--- config.mk ---
export PLATFORM = sky130hd
export DESIGN_NAME = script_tokenizer_with_comments_flat
export DESIGN_NICKNAME = d
export VERILOG_FILES = /design/src/hdl/stt_pkg.sv /design/src/hdl/stt_ifs.sv /design/src/hdl/script_tokenizer_with_comments.sv /design/src/flat_wrapper.sv
export SDC_FILE = /design/constraint.sdc
export NUM_CORES = 1
export LEC_CHECK = 0
export ABC_AREA = 1
export BUFFER_PORTS_ARGS = -buffer_cell sky130_fd_sc_hd__buf_2
export CORE_MARGIN = 1
export CORE_UTILIZATION = 40
export DETAILED_ROUTE_END_ITERATION = 10
export GPL_ROUTABILITY_DRIVEN = 0
export GPL_TIMING_DRIVEN = 0
export PLACE_DENSITY = 0.64
export SLEW_MARGIN = 20
export SYNTH_ARGS = -nofsm -noshare
export SYNTH_HDL_FRONTEND = slang
export SYNTH_SLANG_ARGS = --single-unit
--- constraint.sdc ---
create_clock -name clk -period 4 [get_ports clk]
set_clock_uncertainty 0.15 [all_clocks]
set_input_delay 0.6 -clock clk [delete_from_list [all_inputs] [get_ports clk]]
set_output_delay 0.6 -clock clk [all_outputs]
set_load 0.005 [all_outputs]
--- src/hdl/stt_pkg.sv ---
// Shared types and constants for the script tokenizer.
package stt_pkg;

  localparam int MAX_TOKEN  = 256;
  localparam int LEN_W      = $clog2(MAX_TOKEN + 1);
  localparam int MAX_RES    = 3;
  localparam int FIFO_DEPTH = 4;
  localparam int PTR_W      = $clog2(FIFO_DEPTH);
  localparam int CNT_W      = $clog2(FIFO_DEPTH + 1);

  localparam logic [7:0] CH_NUL   = 8'h00;
  localparam logic [7:0] CH_SPACE = 8'd32;
  localparam logic [7:0] CH_SLASH = 8'h2F;
  localparam logic [7:0] CH_STAR  = 8'h2A;
  localparam logic [7:0] CH_QUOTE = 8'h22;
  localparam logic [7:0] CH_NL    = 8'h0A;

  localparam logic [15:0] LINE_FIRST = 16'd1;
  localparam logic [15:0] LINE_MAX   = 16'hFFFF;

  typedef enum logic [2:0] {
    KIND_BYTE         = 3'd0,
    KIND_TOKEN_END    = 3'd1,
    KIND_TEXT_END     = 3'd2,
    KIND_UNTERMINATED = 3'd3,
    KIND_TOO_LONG     = 3'd4
  } kind_t;

  typedef enum logic [2:0] {
    MODE_IDLE   = 3'd0,
    MODE_SLASH  = 3'd1,
    MODE_LINE   = 3'd2,
    MODE_BLOCK  = 3'd3,
    MODE_BSTAR  = 3'd4,
    MODE_QUOTED = 3'd5,
    MODE_WORD   = 3'd6,
    MODE_DRAIN  = 3'd7
  } mode_t;

  typedef struct packed {
    kind_t       kind;
    logic [7:0]  token_byte;
    logic [15:0] line_number;
    logic        last_of_input;
  } res_t;

endpackage

--- src/hdl/stt_ifs.sv ---
// Valid/ready channel interfaces for script bytes and tokenizer results.
interface stt_in_if;
  logic       valid;
  logic       ready;
  logic [7:0] ch;

  modport source (output valid, output ch, input ready);
  modport sink   (input valid, input ch, output ready);
endinterface

interface stt_out_if;
  logic                valid;
  logic                ready;
  stt_pkg::kind_t      kind;
  logic [7:0]          token_byte;
  logic [15:0]         line_number;
  logic                last_of_input;

  modport source (output valid, output kind, output token_byte, output line_number,
                  output last_of_input, input ready);
  modport sink   (input valid, input kind, input token_byte, input line_number,
                  input last_of_input, output ready);
endinterface

--- src/hdl/script_tokenizer_with_comments.sv ---
// Script tokenizer: comment skipping, token byte stream and line tracking.
//
// in_chan carries one script byte per beat; byte 0 ends the text. out_chan
// carries result beats: token bytes, token ends, end of text and errors,
// each tagged with the current line and a flag on the last beat of a byte.
// Every accepted byte is decoded in the cycle it is taken; its zero to three
// results enter a four-entry result queue and are offered on out_chan from
// the queue registers, after any results queued before them. One byte is
// taken per cycle while the queue holds at most one result; a byte yielding
// three results (a lone slash before end of text) can leave the queue too
// full to take the next byte until it drains.
// When the receiver stalls, queued results hold and in_chan.ready drops once
// fewer than three entries are free, resuming as the queue drains.
// Synchronous active-low reset empties the queue, returns to idle between
// tokens, clears the token length and sets the line counter to one.
module script_tokenizer_with_comments (
  input logic          clk,
  input logic          rst_n,
  stt_in_if.sink       in_chan,
  stt_out_if.source    out_chan
);
  import stt_pkg::*;

  typedef struct packed {
    kind_t            kind;
    logic [7:0]       tbyte;
    logic [LEN_W-1:0] len;
    logic             drain;
  } tok_t;

  function automatic tok_t tok_step(input logic [LEN_W-1:0] len, input logic [7:0] c);
    tok_t       t;
    logic [LEN_W:0] inc;
    inc = {1'b0, len} + (LEN_W + 1)'(1);
    if (inc >= (LEN_W + 1)'(MAX_TOKEN)) begin
      t.kind  = KIND_TOO_LONG;
      t.tbyte = CH_NUL;
      t.len   = '0;
      t.drain = 1'b1;
    end else begin
      t.kind  = KIND_BYTE;
      t.tbyte = c;
      t.len   = inc[LEN_W-1:0];
      t.drain = 1'b0;
    end
    return t;
  endfunction

  mode_t            mode_r, mode_nxt;
  logic [LEN_W-1:0] len_r, len_nxt;
  logic [15:0]      line_r, line_nxt;
  logic [15:0]      line_inc;

  res_t             fifo_r [FIFO_DEPTH];
  logic [PTR_W-1:0] wr_ptr_r, rd_ptr_r;
  logic [CNT_W-1:0] count_r, count_nxt;

  kind_t            res_kind [MAX_RES];
  logic [7:0]       res_byte [MAX_RES];
  logic [1:0]       push_n;
  logic             in_fire, out_fire;
  logic [7:0]       c;
  logic             is_ws;
  tok_t             t;

  assign c         = in_chan.ch;
  assign is_ws     = (c != CH_NUL) && (c <= CH_SPACE);
  assign line_inc  = (line_r != LINE_MAX) ? line_r + 16'd1 : line_r;
  assign in_chan.ready = (count_r <= CNT_W'(FIFO_DEPTH - MAX_RES));
  assign in_fire   = in_chan.valid && in_chan.ready;
  assign out_fire  = out_chan.valid && out_chan.ready;

  always_ff @(posedge clk) begin
    if (!rst_n) begin
      mode_r <= MODE_IDLE;
      len_r  <= '0;
      line_r <= LINE_FIRST;
    end else if (in_fire) begin
      mode_r <= mode_nxt;
      len_r  <= len_nxt;
      line_r <= line_nxt;
    end
  end

  always_comb begin
    mode_nxt = mode_r;
    len_nxt  = len_r;
    line_nxt = line_r;
    push_n   = 2'd0;
    t        = tok_step(len_r, c);
    for (int i = 0; i < MAX_RES; i++) begin
      res_kind[i] = KIND_BYTE;
      res_byte[i] = CH_NUL;
    end
    case (mode_r)
      MODE_SLASH: begin
        if (c == CH_SLASH) begin
          mode_nxt = MODE_LINE;
        end else if (c == CH_STAR) begin
          mode_nxt = MODE_BSTAR;
        end else begin
          res_kind[0] = KIND_BYTE;
          res_byte[0] = CH_SLASH;
          if (c > CH_SPACE) begin
            t           = tok_step(LEN_W'(1), c);
            res_kind[1] = t.kind;
            res_byte[1] = t.tbyte;
            push_n      = 2'd2;
            len_nxt     = t.len;
            mode_nxt    = t.drain ? MODE_DRAIN : MODE_WORD;
          end else begin
            res_kind[1] = KIND_TOKEN_END;
            mode_nxt    = MODE_IDLE;
            len_nxt     = '0;
            if (c == CH_NUL) begin
              res_kind[2] = KIND_TEXT_END;
              push_n      = 2'd3;
              line_nxt    = LINE_FIRST;
            end else begin
              push_n = 2'd2;
              if (c == CH_NL) line_nxt = line_inc;
            end
          end
        end
      end
      MODE_LINE: begin
        if (c == CH_NUL) begin
          res_kind[0] = KIND_TEXT_END;
          push_n      = 2'd1;
          mode_nxt    = MODE_IDLE;
          len_nxt     = '0;
          line_nxt    = LINE_FIRST;
        end else if (c == CH_NL) begin
          mode_nxt = MODE_IDLE;
          line_nxt = line_inc;
        end
      end
      MODE_BLOCK, MODE_BSTAR, MODE_DRAIN: begin
        if (c == CH_NUL) begin
          res_kind[0] = KIND_TEXT_END;
          push_n      = 2'd1;
          mode_nxt    = MODE_IDLE;
          len_nxt     = '0;
          line_nxt    = LINE_FIRST;
        end else if (mode_r == MODE_BLOCK) begin
          if (c == CH_STAR) mode_nxt = MODE_BSTAR;
        end else if (mode_r == MODE_BSTAR) begin
          if (c == CH_SLASH) begin
            mode_nxt = MODE_IDLE;
          end else if (c != CH_STAR) begin
            mode_nxt = MODE_BLOCK;
          end
        end
      end
      MODE_QUOTED: begin
        if (c == CH_NUL) begin
          res_kind[0] = KIND_UNTERMINATED;
          res_kind[1] = KIND_TEXT_END;
          push_n      = 2'd2;
          mode_nxt    = MODE_IDLE;
          len_nxt     = '0;
          line_nxt    = LINE_FIRST;
        end else if (c == CH_QUOTE) begin
          res_kind[0] = KIND_TOKEN_END;
          push_n      = 2'd1;
          mode_nxt    = MODE_IDLE;
          len_nxt     = '0;
        end else begin
          res_kind[0] = t.kind;
          res_byte[0] = t.tbyte;
          push_n      = 2'd1;
          len_nxt     = t.len;
          if (t.drain) mode_nxt = MODE_DRAIN;
        end
      end
      MODE_WORD: begin
        if (c > CH_SPACE) begin
          res_kind[0] = t.kind;
          res_byte[0] = t.tbyte;
          push_n      = 2'd1;
          len_nxt     = t.len;
          if (t.drain) mode_nxt = MODE_DRAIN;
        end else begin
          res_kind[0] = KIND_TOKEN_END;
          mode_nxt    = MODE_IDLE;
          len_nxt     = '0;
          if (c == CH_NUL) begin
            res_kind[1] = KIND_TEXT_END;
            push_n      = 2'd2;
            line_nxt    = LINE_FIRST;
          end else begin
            push_n = 2'd1;
            if (c == CH_NL) line_nxt = line_inc;
          end
        end
      end
      default: begin
        mode_nxt = MODE_IDLE;
        if (c == CH_NUL) begin
          res_kind[0] = KIND_TEXT_END;
          push_n      = 2'd1;
          len_nxt     = '0;
          line_nxt    = LINE_FIRST;
        end else if (is_ws) begin
          if (c == CH_NL) line_nxt = line_inc;
        end else if (c == CH_SLASH) begin
          mode_nxt = MODE_SLASH;
        end else if (c == CH_QUOTE) begin
          mode_nxt = MODE_QUOTED;
          len_nxt  = '0;
        end else begin
          t           = tok_step('0, c);
          res_kind[0] = t.kind;
          res_byte[0] = t.tbyte;
          push_n      = 2'd1;
          len_nxt     = t.len;
          mode_nxt    = t.drain ? MODE_DRAIN : MODE_WORD;
        end
      end
    endcase
  end

  always_comb begin
    count_nxt = count_r;
    if (in_fire) count_nxt = count_nxt + CNT_W'(push_n);
    if (out_fire) count_nxt = count_nxt - CNT_W'(1);
  end

  always_ff @(posedge clk) begin
    if (!rst_n) begin
      wr_ptr_r <= '0;
      rd_ptr_r <= '0;
      count_r  <= '0;
    end else begin
      count_r <= count_nxt;
      if (in_fire) wr_ptr_r <= wr_ptr_r + PTR_W'(push_n);
      if (out_fire) rd_ptr_r <= rd_ptr_r + PTR_W'(1);
    end
  end

  always_ff @(posedge clk) begin
    if (in_fire) begin
      for (int i = 0; i < MAX_RES; i++) begin
        if (2'(i) < push_n) begin
          fifo_r[wr_ptr_r + PTR_W'(i)] <= '{kind:          res_kind[i],
                                           token_byte:    res_byte[i],
                                           line_number:   line_r,
                                           last_of_input: (2'(i) == push_n - 2'd1)};
        end
      end
    end
  end

  assign out_chan.valid         = (count_r != '0);
  assign out_chan.kind          = fifo_r[rd_ptr_r].kind;
  assign out_chan.token_byte    = fifo_r[rd_ptr_r].token_byte;
  assign out_chan.line_number   = fifo_r[rd_ptr_r].line_number;
  assign out_chan.last_of_input = fifo_r[rd_ptr_r].last_of_input;

endmodule

--- src/flat_wrapper.sv ---
// flat-port wrapper written by rule: the top's interface ports become plain ports
module script_tokenizer_with_comments_flat import stt_pkg::*;
  (clk, rst_n, in_chan_valid, in_chan_ch, in_chan_ready, out_chan_valid, out_chan_kind, out_chan_token_byte, out_chan_line_number, out_chan_last_of_input, out_chan_ready);
  stt_in_if in_chan_i ();
  stt_out_if out_chan_i ();
  input logic clk;
  input logic rst_n;
  input wire logic [$bits(in_chan_i.valid)-1:0] in_chan_valid;
  input wire logic [$bits(in_chan_i.ch)-1:0] in_chan_ch;
  output wire logic [$bits(in_chan_i.ready)-1:0] in_chan_ready;
  output wire logic [$bits(out_chan_i.valid)-1:0] out_chan_valid;
  output wire logic [$bits(out_chan_i.kind)-1:0] out_chan_kind;
  output wire logic [$bits(out_chan_i.token_byte)-1:0] out_chan_token_byte;
  output wire logic [$bits(out_chan_i.line_number)-1:0] out_chan_line_number;
  output wire logic [$bits(out_chan_i.last_of_input)-1:0] out_chan_last_of_input;
  input wire logic [$bits(out_chan_i.ready)-1:0] out_chan_ready;
  assign in_chan_i.valid = in_chan_valid;
  assign in_chan_i.ch = in_chan_ch;
  assign in_chan_ready = in_chan_i.ready;
  assign out_chan_valid = out_chan_i.valid;
  assign out_chan_kind = out_chan_i.kind;
  assign out_chan_token_byte = out_chan_i.token_byte;
  assign out_chan_line_number = out_chan_i.line_number;
  assign out_chan_last_of_input = out_chan_i.last_of_input;
  assign out_chan_i.ready = out_chan_ready;
  script_tokenizer_with_comments u_core (.clk(clk), .rst_n(rst_n), .in_chan(in_chan_i), .out_chan(out_chan_i));
endmodule
==> metrics.md, run 1 <==
| Metric | Value |
|---|---|
| Worst-path clk slew | ~0.07 ns |
| Leakage | around 3.6 nW |
| Cells along the critical path | clkbuf_1, inv_1, clkbuf_1, clkbuf_1, nor2_1, o22ai_1, buf_2 |
| Postcts setup bufs | 0 |
| Synth warn | 0 |
| Area Overhead vs Synth | 14.3% |
| Worst min path class | reg2reg |
| Max-Cap Viols | 0 |
| Height of the chip | 143 µm |
| Seq/Total Area, Yosys | 46.3% |
| Avg Inst Size Synth | 7.58 µm² |
| Number of flops mapped to enable cells by yosys | between 70 and 80 |
| #FFs+latches synth | 149 |
| Initial antenna violation count | 0 |
| Clock latency on the worst-skew pair | 0.43 ns |
| Critical path required time | 3.25 ns |
| Max Clk Rate | 0.299 GHz |
| Routed via count | 7445 |
| Vias in the first global route | 6926 |
| Syn Nets | approximately 1100 |
| Arrival time at the worst endpoint | 2.59 ns |
| Synth area leaders | edfxtp_1 27%, dfxtp_1 19%, nand2_1 8.0% |
| Htree depth | 4 |
| Crit path max fanout | 10 |
| Most common cell after layout, fill and taps aside | nand2_1 |
| Tmin final | 3.34 ns |
| Leading area contributor after synthesis | edfxtp_1 |
| Status | finished, final reports clean |
| Critical Path Source Type | register |
| DR iter-0 viols | 679 |
| CTS Sinks | around 150 |
| Crit-path max cell delay | approximately 0.5 ns |
| First-pass GRT wire length | 37.1 mm |
| Slew headroom | 40.3% |
| CTS Root Cell | clkbuf_16 |
| Kind of critical path | reg2out |
| Filler cell count | 1971 |
| Cell count after synthesis | 1056 |
| Largest net degree at the start of global routing | 22 |
| Post-CTS Resized | 0 |
| GRT Residual Overflow | 0 |
| PnR worst setup slack | 0.656 ns |
| ANT cells | 0 |
| Drt total wl | roughly 23 mm |
| Setup WS pre-CTS | 0.436 ns |
| Number of routed nets with antenna violations | 0 |
| Die W | 143 µm |
| R2r setup slk | roughly 0.81 ns |
| Core Util, Final | roughly 47% |
| Finished Layout Cells | 1394 |
| Vias per cell | 5.34 |
| Routed wire per std cell | 16.7 µm |
| Ys flop type | dfxtp_1 |
| I/O pins | 42 |
| Grt met3 use | 4.27% |
| Setup tns final | 0 ns |
| Floorplan row count | 51 |
| Ys async rst share | 0% |
| Final count of hold timing violations | 0 |
| First drt pass iteration count | 5 |
| GR met1 Demand/Resource | 32.4% |
| Die ar. | 20600 µm² |
| Fin crit share | a little over four fifths |
| Yosys top cell area share | 27.0% |
| Top Usage Layer GRT | met2 |
| Initial core utilization | 41.0% |
| Peak supply drop | 361 µV |
| Final setup fails | 0 |
| RSZ-0062 raised after global routing | no |
| Hold_buf cts | 0 |
| Slowest CP cell | clkbuf_1 |
| # DRC | 0 |
| CP most frequent cell | clkbuf_1 |
| CTS tree | done |
| Setup crit end kind | output port |
| Ratio of cells with drive above 1 in the final layout | 13.1% |
| Tot GR Track Use | 23.8% |
| Cells after DPL | 1362 |
| Post-layout net count | 1134 |
| GRT met2 Usage | between 30 and 40% |
| CTS Buf Count | 17 |
| PwrDens | 660 nW/µm² |
| CTS max path bufs | 2 |
| Core Region | 19500 µm² |
| Mapped Area | 8010 µm² |
| Synth unique cells | 42 |
| Slew @ Worst Pin | 0.892 ns |
| Port Buf Inserts | 41 |
| Most frequent cells in the layout | 171 x nand2_1, 167 x nor2_1, 103 x inv_1 |
| Slew Viols, Final | 0 |
| DP Wirelength | 16.3 mm |
==> state kept, by name, indices dropped and copies added, names as in the netlist, named ones only <==
name	flops
u_core.rd_ptr_r	2
u_core.len_r	9
u_core.fifo_r	112
u_core.count_r	3
u_core.wr_ptr_r	2
u_core.mode_r	3
u_core.line_r	16
==> critical path: cells and delay by family, from the launching register on <==
family / cells / cell delay [ns]
buffers and inverters: 5 / 1.51
DFF: 1 / 0.30
AOI/OAI and AO/OA: 1 / 0.29
and+or+nand+nor: 1 / 0.08
==> path summary, 6_finish.rpt <==
kind	from	end	depth (start not counted)
worst min-delay path	u_core.fifo_r[1][25]	u_core.fifo_r[1][25]	2
worst max-delay path	register	out_chan_token_byte[4]	7
worst max register to register	u_core.mode_r[0]	u_core.count_r[2]	17
worst min register to register	u_core.fifo_r[1][25]	u_core.fifo_r[1][25]	2
==> metrics by stage <==
stage	hold WS, ns	power [mW]	area, µm²
final	0.297	6.04	9150
after global routing	0.311	6.41	9150
after CTS	0.297	6.04	9150
after detailed placement	0.280	4.36	8540
after global placement	0.277	4.34	8540
after floorplan	0.264	3.56	8010
==> cells in the mapped netlist (7+ instances only) <==
| library cell | n |
|---|---|
| nor3_1 | 16 |
| a21oi_1 | 71 |
| nor2_1 | 167 |
| nand3_1 | 100 |
| inv_2 | 7 |
| o21ai_0 | 97 |
| clkbuf_1 | 25 |
| edfxtp_1 | 72 |
| nor4_1 | 8 |
| nand2_1 | 171 |
| buf_2 | 13 |
| o22ai_1 | 34 |
| dfxtp_1 | 77 |
| nand2_2 | 19 |
| xor2_1 | 7 |
| inv_1 | 103 |
| nor2_2 | 12 |
==> logic make-up after synthesis <==
group | share of synthesized area [%]
adder cells (fa/ha/maj) | 1.03
XOR/XNOR | 0.766
flip-flops | 46.3
AO/OA/AOI/OAI | 14.7
buffers and inverters | 7.99
AND/OR/NAND/NOR | 29.2
==> final cells by class <==
type | instances | area (µm²) | area share [%]
timing repair buffer | 41 | 205 | 2.24
tap | 265 | 332 | 3.62
multi-input combinational | 749 | 3660 | 40.0
inverter | 115 | 439 | 4.80
buffer | 43 | 200 | 2.19
clock inverter | 15 | 186 | 2.04
clock buffer | 17 | 425 | 4.65
sequential | 149 | 3700 | 40.5
==> routing by layer <==
metal  vias up  routed length (µm)
li1       3661                   -
met1      3475               10600
met2       263               10500
met3        46                1490
met4         0                 668
met5         -                   0
==> where the power goes <==
part | switching (mW) | leakage (nW) | total, mW | internal (mW)
registers | 0.145 | 1.31 | 2.11 | 1.96
clock network | 0.737 | 0.294 | 1.69 | 0.950
logic | 1.58 | 2.02 | 2.25 | 0.661
Note: power is estimated with default switching activity, not from simulation.
==> run 2: changes to the inputs <==
==> constraint.sdc (replaced) <==
create_clock -name clk -period 3.43 [get_ports clk]
set_clock_uncertainty 0.15 [all_clocks]
set_input_delay 0.5145 -clock clk [delete_from_list [all_inputs] [get_ports clk]]
set_output_delay 0.5145 -clock clk [all_outputs]
set_load 0.005 [all_outputs]
==> metrics.md, run 2 (synthesis gave the netlist of run 1 again) <==
| Metric | Value |
|---|---|
| Die ar. | about 21000 µm² |
| Setup WS pre-CTS | -0.0484 ns |
| Slew @ Worst Pin | 0.873 ns |
| Wl on met1 | 10.6 mm |
| CP most frequent cell | inv_1 |
| Crit-path max cell delay | slightly above 0.4 ns |
| DP Area | between 8000 and 9000 µm² |
| Met3 routed WL | about 1.5 mm |
| Htree depth | 4 |
| Die W | 143 µm |
| Tot GR Track Use | 23.8% |
| Largest register FFs | around 110 |
| Tmin final | 3.18 ns |
| Area Overhead vs Synth | 14.4% |
| Final count of hold timing violations | 0 |
| Worst min path class | in2reg |
| Floorplan row count | 51 |
| Max-Cap Viols | 0 |
| Most frequent cells in the layout | 170 x nand2_1, 167 x nor2_1, 103 x inv_1 |
| Highest Signal Layer | met4 |
| Worst flop-to-flop path startpoint | u_core.mode_r[0] |
| Slowest CP cell | fa_1 |
| Largest net degree at the start of global routing | 22 |
| Slew headroom | 41.6% |
| Max Clk Rate | approximately 0.31 GHz |
| Most common cell after layout, fill and taps aside | nand2_1 |
| Critical Path Start | u_core.mode_r[0] |
| Status | finished, final reports clean |
| Largest Register | u_core.fifo_r |
| Setup crit end kind | register |
| # DRC | 0 |
| Drt total wl | 23.3 mm |
| Peak supply drop | roughly 420 µV |
| RSZ-0062 raised after global routing | no |
| CTS max path bufs | 2 |
| GRT Residual Overflow | 0 |
| Fin area | 9160 µm² |
| Vias in the first global route | 6916 |
| Final setup fails | 0 |
| Initial core utilization | 41.0% |
| CTS Sinks | 149 |
| First-pass GRT wire length | around 37 mm |
| Slew Viols, Final | 0 |
| I/O pins | 42 |
| Routed wire per std cell | approximately 17 µm |
| Core Region | 19500 µm² |
| Kind of critical path | reg2reg |
| Cells along the critical path | inv_1, nand3_1, nand2_1, o21ai_0, nand4_1, nand2_2, inv_1, ha_1, inv_1, fa_1, nand2_1, o21ai_0, ha_1, inv_1, nor2_1, o21ai_0, a21oi_1 |
| CTS Buf Count | 17 |
| CTS Root Cell | clkbuf_16 |
| Initial antenna violation count | 0 |
| Hold_sp | rst_n |
| First drt pass iteration count | 6 |
| Post-layout net count | 1134 |
| Worst-path clk slew | 0.07 ns |
| PwrDens | 770 nW/µm² |
| Routed via count | 7442 |
| Height of the chip | approximately 140 µm |
| Largest regs | u_core.fifo_r x112, u_core.line_r x16, u_core.len_r x9 |
| Clock latency on the worst-skew pair | 0.43 ns |
| Crit path max fanout | 9 |
| Arrival time at the worst endpoint | 3.35 ns |
| CTS tree | done |
| Port Buf Inserts | 41 |
| Hold_buf cts | 0 |
| DR iter-0 viols | 704 |
| Vias per cell | 5.34 |
| ANT cells | 0 |
| Critical path required time | 3.60 ns |
| Leakage | between 3 and 4 nW |
| Metal2 WL | 10.5 mm |
| Ratio of cells with drive above 1 in the final layout | 13.3% |
| Number of routed nets with antenna violations | 0 |
| PnR worst setup slack | 0.248 ns |
| Critical Path Source Type | register |
| DP Wirelength | roughly 16 mm |
| Fin crit share | 92.8% |
## run 2: cell counts in the layout (fill, tap and decap cells not counted)
Identical to the previous run, type by type.
## run 2: critical path: cells and delay by family, from the launching register on
kind | cells | cell delay (ns)
fa+ha+maj | 3 | 0.85
compound gates | 4 | 0.44
flops | 1 | 0.40
simple gates | 6 | 0.86
buf+inv | 4 | 0.36
## run 2: cell type report
cell class	instances	area, µm²
flip-flops and latches	149	3700
repair buffers	41	205
multi-input cells	749	3660
plain buffers	43	201
clock inverters	15	186
fillers	1969	10400
well taps	265	332
inverters	115	439
clock buffers	17	425
## run 2: worst paths after layout
path | to | slack, ns | cells past startpoint
min | u_core.line_r[2] | 0.29 | 3
max | u_core.count_r[2] | 0.25 | 17
max reg2reg | u_core.count_r[2] | 0.25 | 17
min reg2reg | u_core.fifo_r[1][25] | 0.30 | 2
## run 2: layer usage
metal	GRT usage [%]	vias to the layer above
met1	32.4	3473
met4	9.29	0
met5	0	-
li1	-	3664
met3	4.27	48
met2	37.6	257
## run 2: report_power, final
group	total, mW	leakage (nW)	switching, mW	internal, mW
Sequential	2.46	1.31	0.167	2.29
Clock	1.97	0.294	0.861	1.11
Combinational	2.63	2.02	1.86	0.774
Total	7.05	3.63	2.88	4.17
## run 2: repair_timing
action | 4_1_cts | 5_1_grt
setup buffers | 0 | 0
gates resized for setup | 0 | 3
setup endpoints to repair | 0 | 20
## run 2: stage by stage
step	TNS, ns	total power [mW]	cells	hold WS [ns]	util [%]
after floorplan	0	4.15	1056	0.264	-
after global placement	-1.02	5.06	1362	0.277	43.7
after detailed placement	-0.992	5.08	1362	0.280	43.7
after CTS	0	7.04	1394	0.288	46.9
after global routing	0	7.47	1394	0.311	46.9
final	0	7.05	1394	0.292	46.9
==> run 3: changes to the inputs <==
--- a/config.mk
+++ b/config.mk
@@ -12,7 +12,6 @@
 export DETAILED_ROUTE_END_ITERATION = 10
 export GPL_ROUTABILITY_DRIVEN = 0
 export GPL_TIMING_DRIVEN = 0
-export PLACE_DENSITY = 0.64
 export SLEW_MARGIN = 20
 export SYNTH_ARGS = -nofsm -noshare
 export SYNTH_HDL_FRONTEND = slang
==> metrics.md, run 3 (synthesis gave the netlist of run 1 again) <==
| Metric | Value |
|---|---|
| Status | finished, final reports clean |
| Initial antenna violation count | 1 |
| Slew Viols, Final | 0 |
| Slowest CP cell | clkbuf_1 |
| Worst Hold End | u_core.count_r[1] |
| Tmin final | 3.15 ns |
| First-pass GRT wire length | 38.0 mm |
| Most common cell after layout, fill and taps aside | nand2_1 |
| DP Wirelength | 16.7 mm |
| Cells along the critical path | clkbuf_1, inv_1, clkbuf_1, clkbuf_2, nor2_1, o22ai_1, buf_2 |
| Vias per cell | approximately 5.4 |
| GRT Residual Overflow | 0 |
| Initial core utilization | 41.0% |
| Clock latency on the worst-skew pair | between 0.4 and 0.5 ns |
| CP top delay family | buffers and inverters |
| Height of the chip | ~140 µm |
| Routed wire per std cell | 17.2 µm |
| Htree depth | 4 |
| PwrDens | around 770 nW/µm² |
| Setup crit end kind | output port |
| Largest net degree at the start of global routing | 22 |
| Routed via count | 7491 |
| Setup WS pre-CTS | -0.110 ns |
| Post-layout net count | 1136 |
| Core Region | approximately 20000 µm² |
| Port Buf Inserts | 41 |
| Largest Register | u_core.fifo_r |
| Filler cell count | 2008 |
| Hold_sp | out_chan_ready |
| Worst path bufs/invs | 5 |
| Arrival time at the worst endpoint | 2.48 ns |
| Leakage | 3.62 nW |
| Die W | 143 µm |
| Die ar. | around 21000 µm² |
| Final setup fails | 0 |
| R2R depth | 10 |
| Hold_buf cts | 0 |
| Core Util, Final | 47.0% |
| Most frequent cells in the layout | 170 x nand2_1, 167 x nor2_1, 102 x inv_1 |
| CTS max path bufs | 2 |
| Peak supply drop | 406 µV |
| Ratio of cells with drive above 1 in the final layout | a little over an eighth |
| Setup tns final | 0 ns |
| R2R Path End | u_core.fifo_r[1][13] |
| Max-Cap Viols | 0 |
| RSZ-0062 raised after global routing | no |
| Slew @ Worst Pin | 0.989 ns |
| R2r setup slk | 0.29 ns |
| Number of routed nets with antenna violations | 0 |
| Critical path required time | ~2.8 ns |
| CTS Sinks | 149 |
| Fin crit share | 91.7% |
| DR iter-0 viols | between 600 and 700 |
| Drt total wl | 24.0 mm |
| Max Clk Rate | 0.318 GHz |
| I/O pins | 42 |
| Vias in the first global route | 6879 |
| Hold path cells | 3 |
| Worst flop-to-flop path startpoint | u_core.mode_r[0] |
| Slew headroom | 33.9% |
| Final count of hold timing violations | 0 |
| Worst-path clk slew | 0.07 ns |
| Crit path max fanout | 10 |
| Worst min path class | in2reg |
| Crit-path max cell delay | 0.39 ns |
| First drt pass iteration count | 5 |
| Kind of critical path | reg2out |
| Area Overhead vs Synth | 14.6% |
| Min Hold Slack | 0.286 ns |
| CTS Buf Count | 17 |
| CTS tree | done |
| Tot GR Track Use | around a quarter |
| CTS Root Cell | clkbuf_16 |
| Critical Path Source Type | register |
| Floorplan row count | 51 |
| CP most frequent cell | clkbuf_1 |
| # DRC | 0 |
| Largest regs | u_core.fifo_r x112, u_core.line_r x16, u_core.len_r x9 |
| PnR worst setup slack | around 0.28 ns |
| Largest register FFs | 112 |
## run 3: changes by cell type in the layout (fill, tap and decap cells not counted), sizes merged
| cell | delta |
|---|---|
| buf | +2 |
| clkinvlp | +1 |
| clkinv | +1 |
| bufinv | -1 |
| inv | -1 |
| diode | +1 |
## run 3: through the flow
step / power (mW) / instance area (µm²) / cells
2_1_floorplan: 4.15 / 8010 / 1056
3_3_place_gp: 5.07 / 8540 / 1362
3_5_place_dp: 5.10 / 8540 / 1362
4_1_cts: 7.03 / 9150 / 1394
5_1_grt: 7.48 / 9170 / 1396
6_report: 7.05 / 9170 / 1397
## run 3: worst min-delay path, stage by stage
cell and delay, ns:
buf_2 0.10, nand2_1 0.13, a21oi_1 0.09
## run 3: worst max path at each step
| stage | startpoint | to | slack [ns] | cells past startpoint |
|---|---|---|---|---|
| finish | register | out_chan_token_byte[4] | 0.28 | 7 |
| global route | u_core.mode_r[0] | u_core.count_r[2] | 0.006 | 17 |
| CTS | register | out_chan_token_byte[4] | 0.08 | 7 |
| detailed placement | in_chan_ch[2] | u_core.fifo_r[0][6] | -0.11 | 14 |
| global placement | in_chan_ch[7] | u_core.fifo_r[0][1] | -0.07 | 14 |
| floorplan | in_chan_ch[4] | u_core.count_r[2] | 0.46 | 20 |
## run 3: final cells by class
type / instances / area, µm² / area share, %
diodes: 1 / 2.50 / 0.0273
plain buffers: 43 / 201 / 2.20
clock buffers: 17 / 425 / 4.64
clock inverters: 15 / 180 / 1.96
inverters: 115 / 443 / 4.83
multi-input cells: 749 / 3660 / 39.9
flip-flops and latches: 149 / 3700 / 40.4
well taps: 265 / 332 / 3.61
repair buffers: 43 / 220 / 2.40
## run 3: per-layer routing
metal / track usage, % / wire length (µm)
met4: 9.41 / 573
met2: 39.5 / 11100
met5: 0 / 0
met1: 32.9 / 10800
met3: 4.57 / 1530
## run 3: timing repair
| item | in CTS | in global routing |
|---|---|---|
| setup endpoints to repair | 0 | 39 |
| buffers inserted | 0 | 2 |
| gates resized for setup | 0 | 5 |
## run 3: power breakdown
part	internal [mW]	switching, mW	total (mW)	leakage (nW)
sequential	2.29	0.174	2.46	1.31
clock	1.05	0.886	1.93	0.290
combinational	0.789	1.87	2.66	2.02
total	4.12	2.93	7.05	3.62
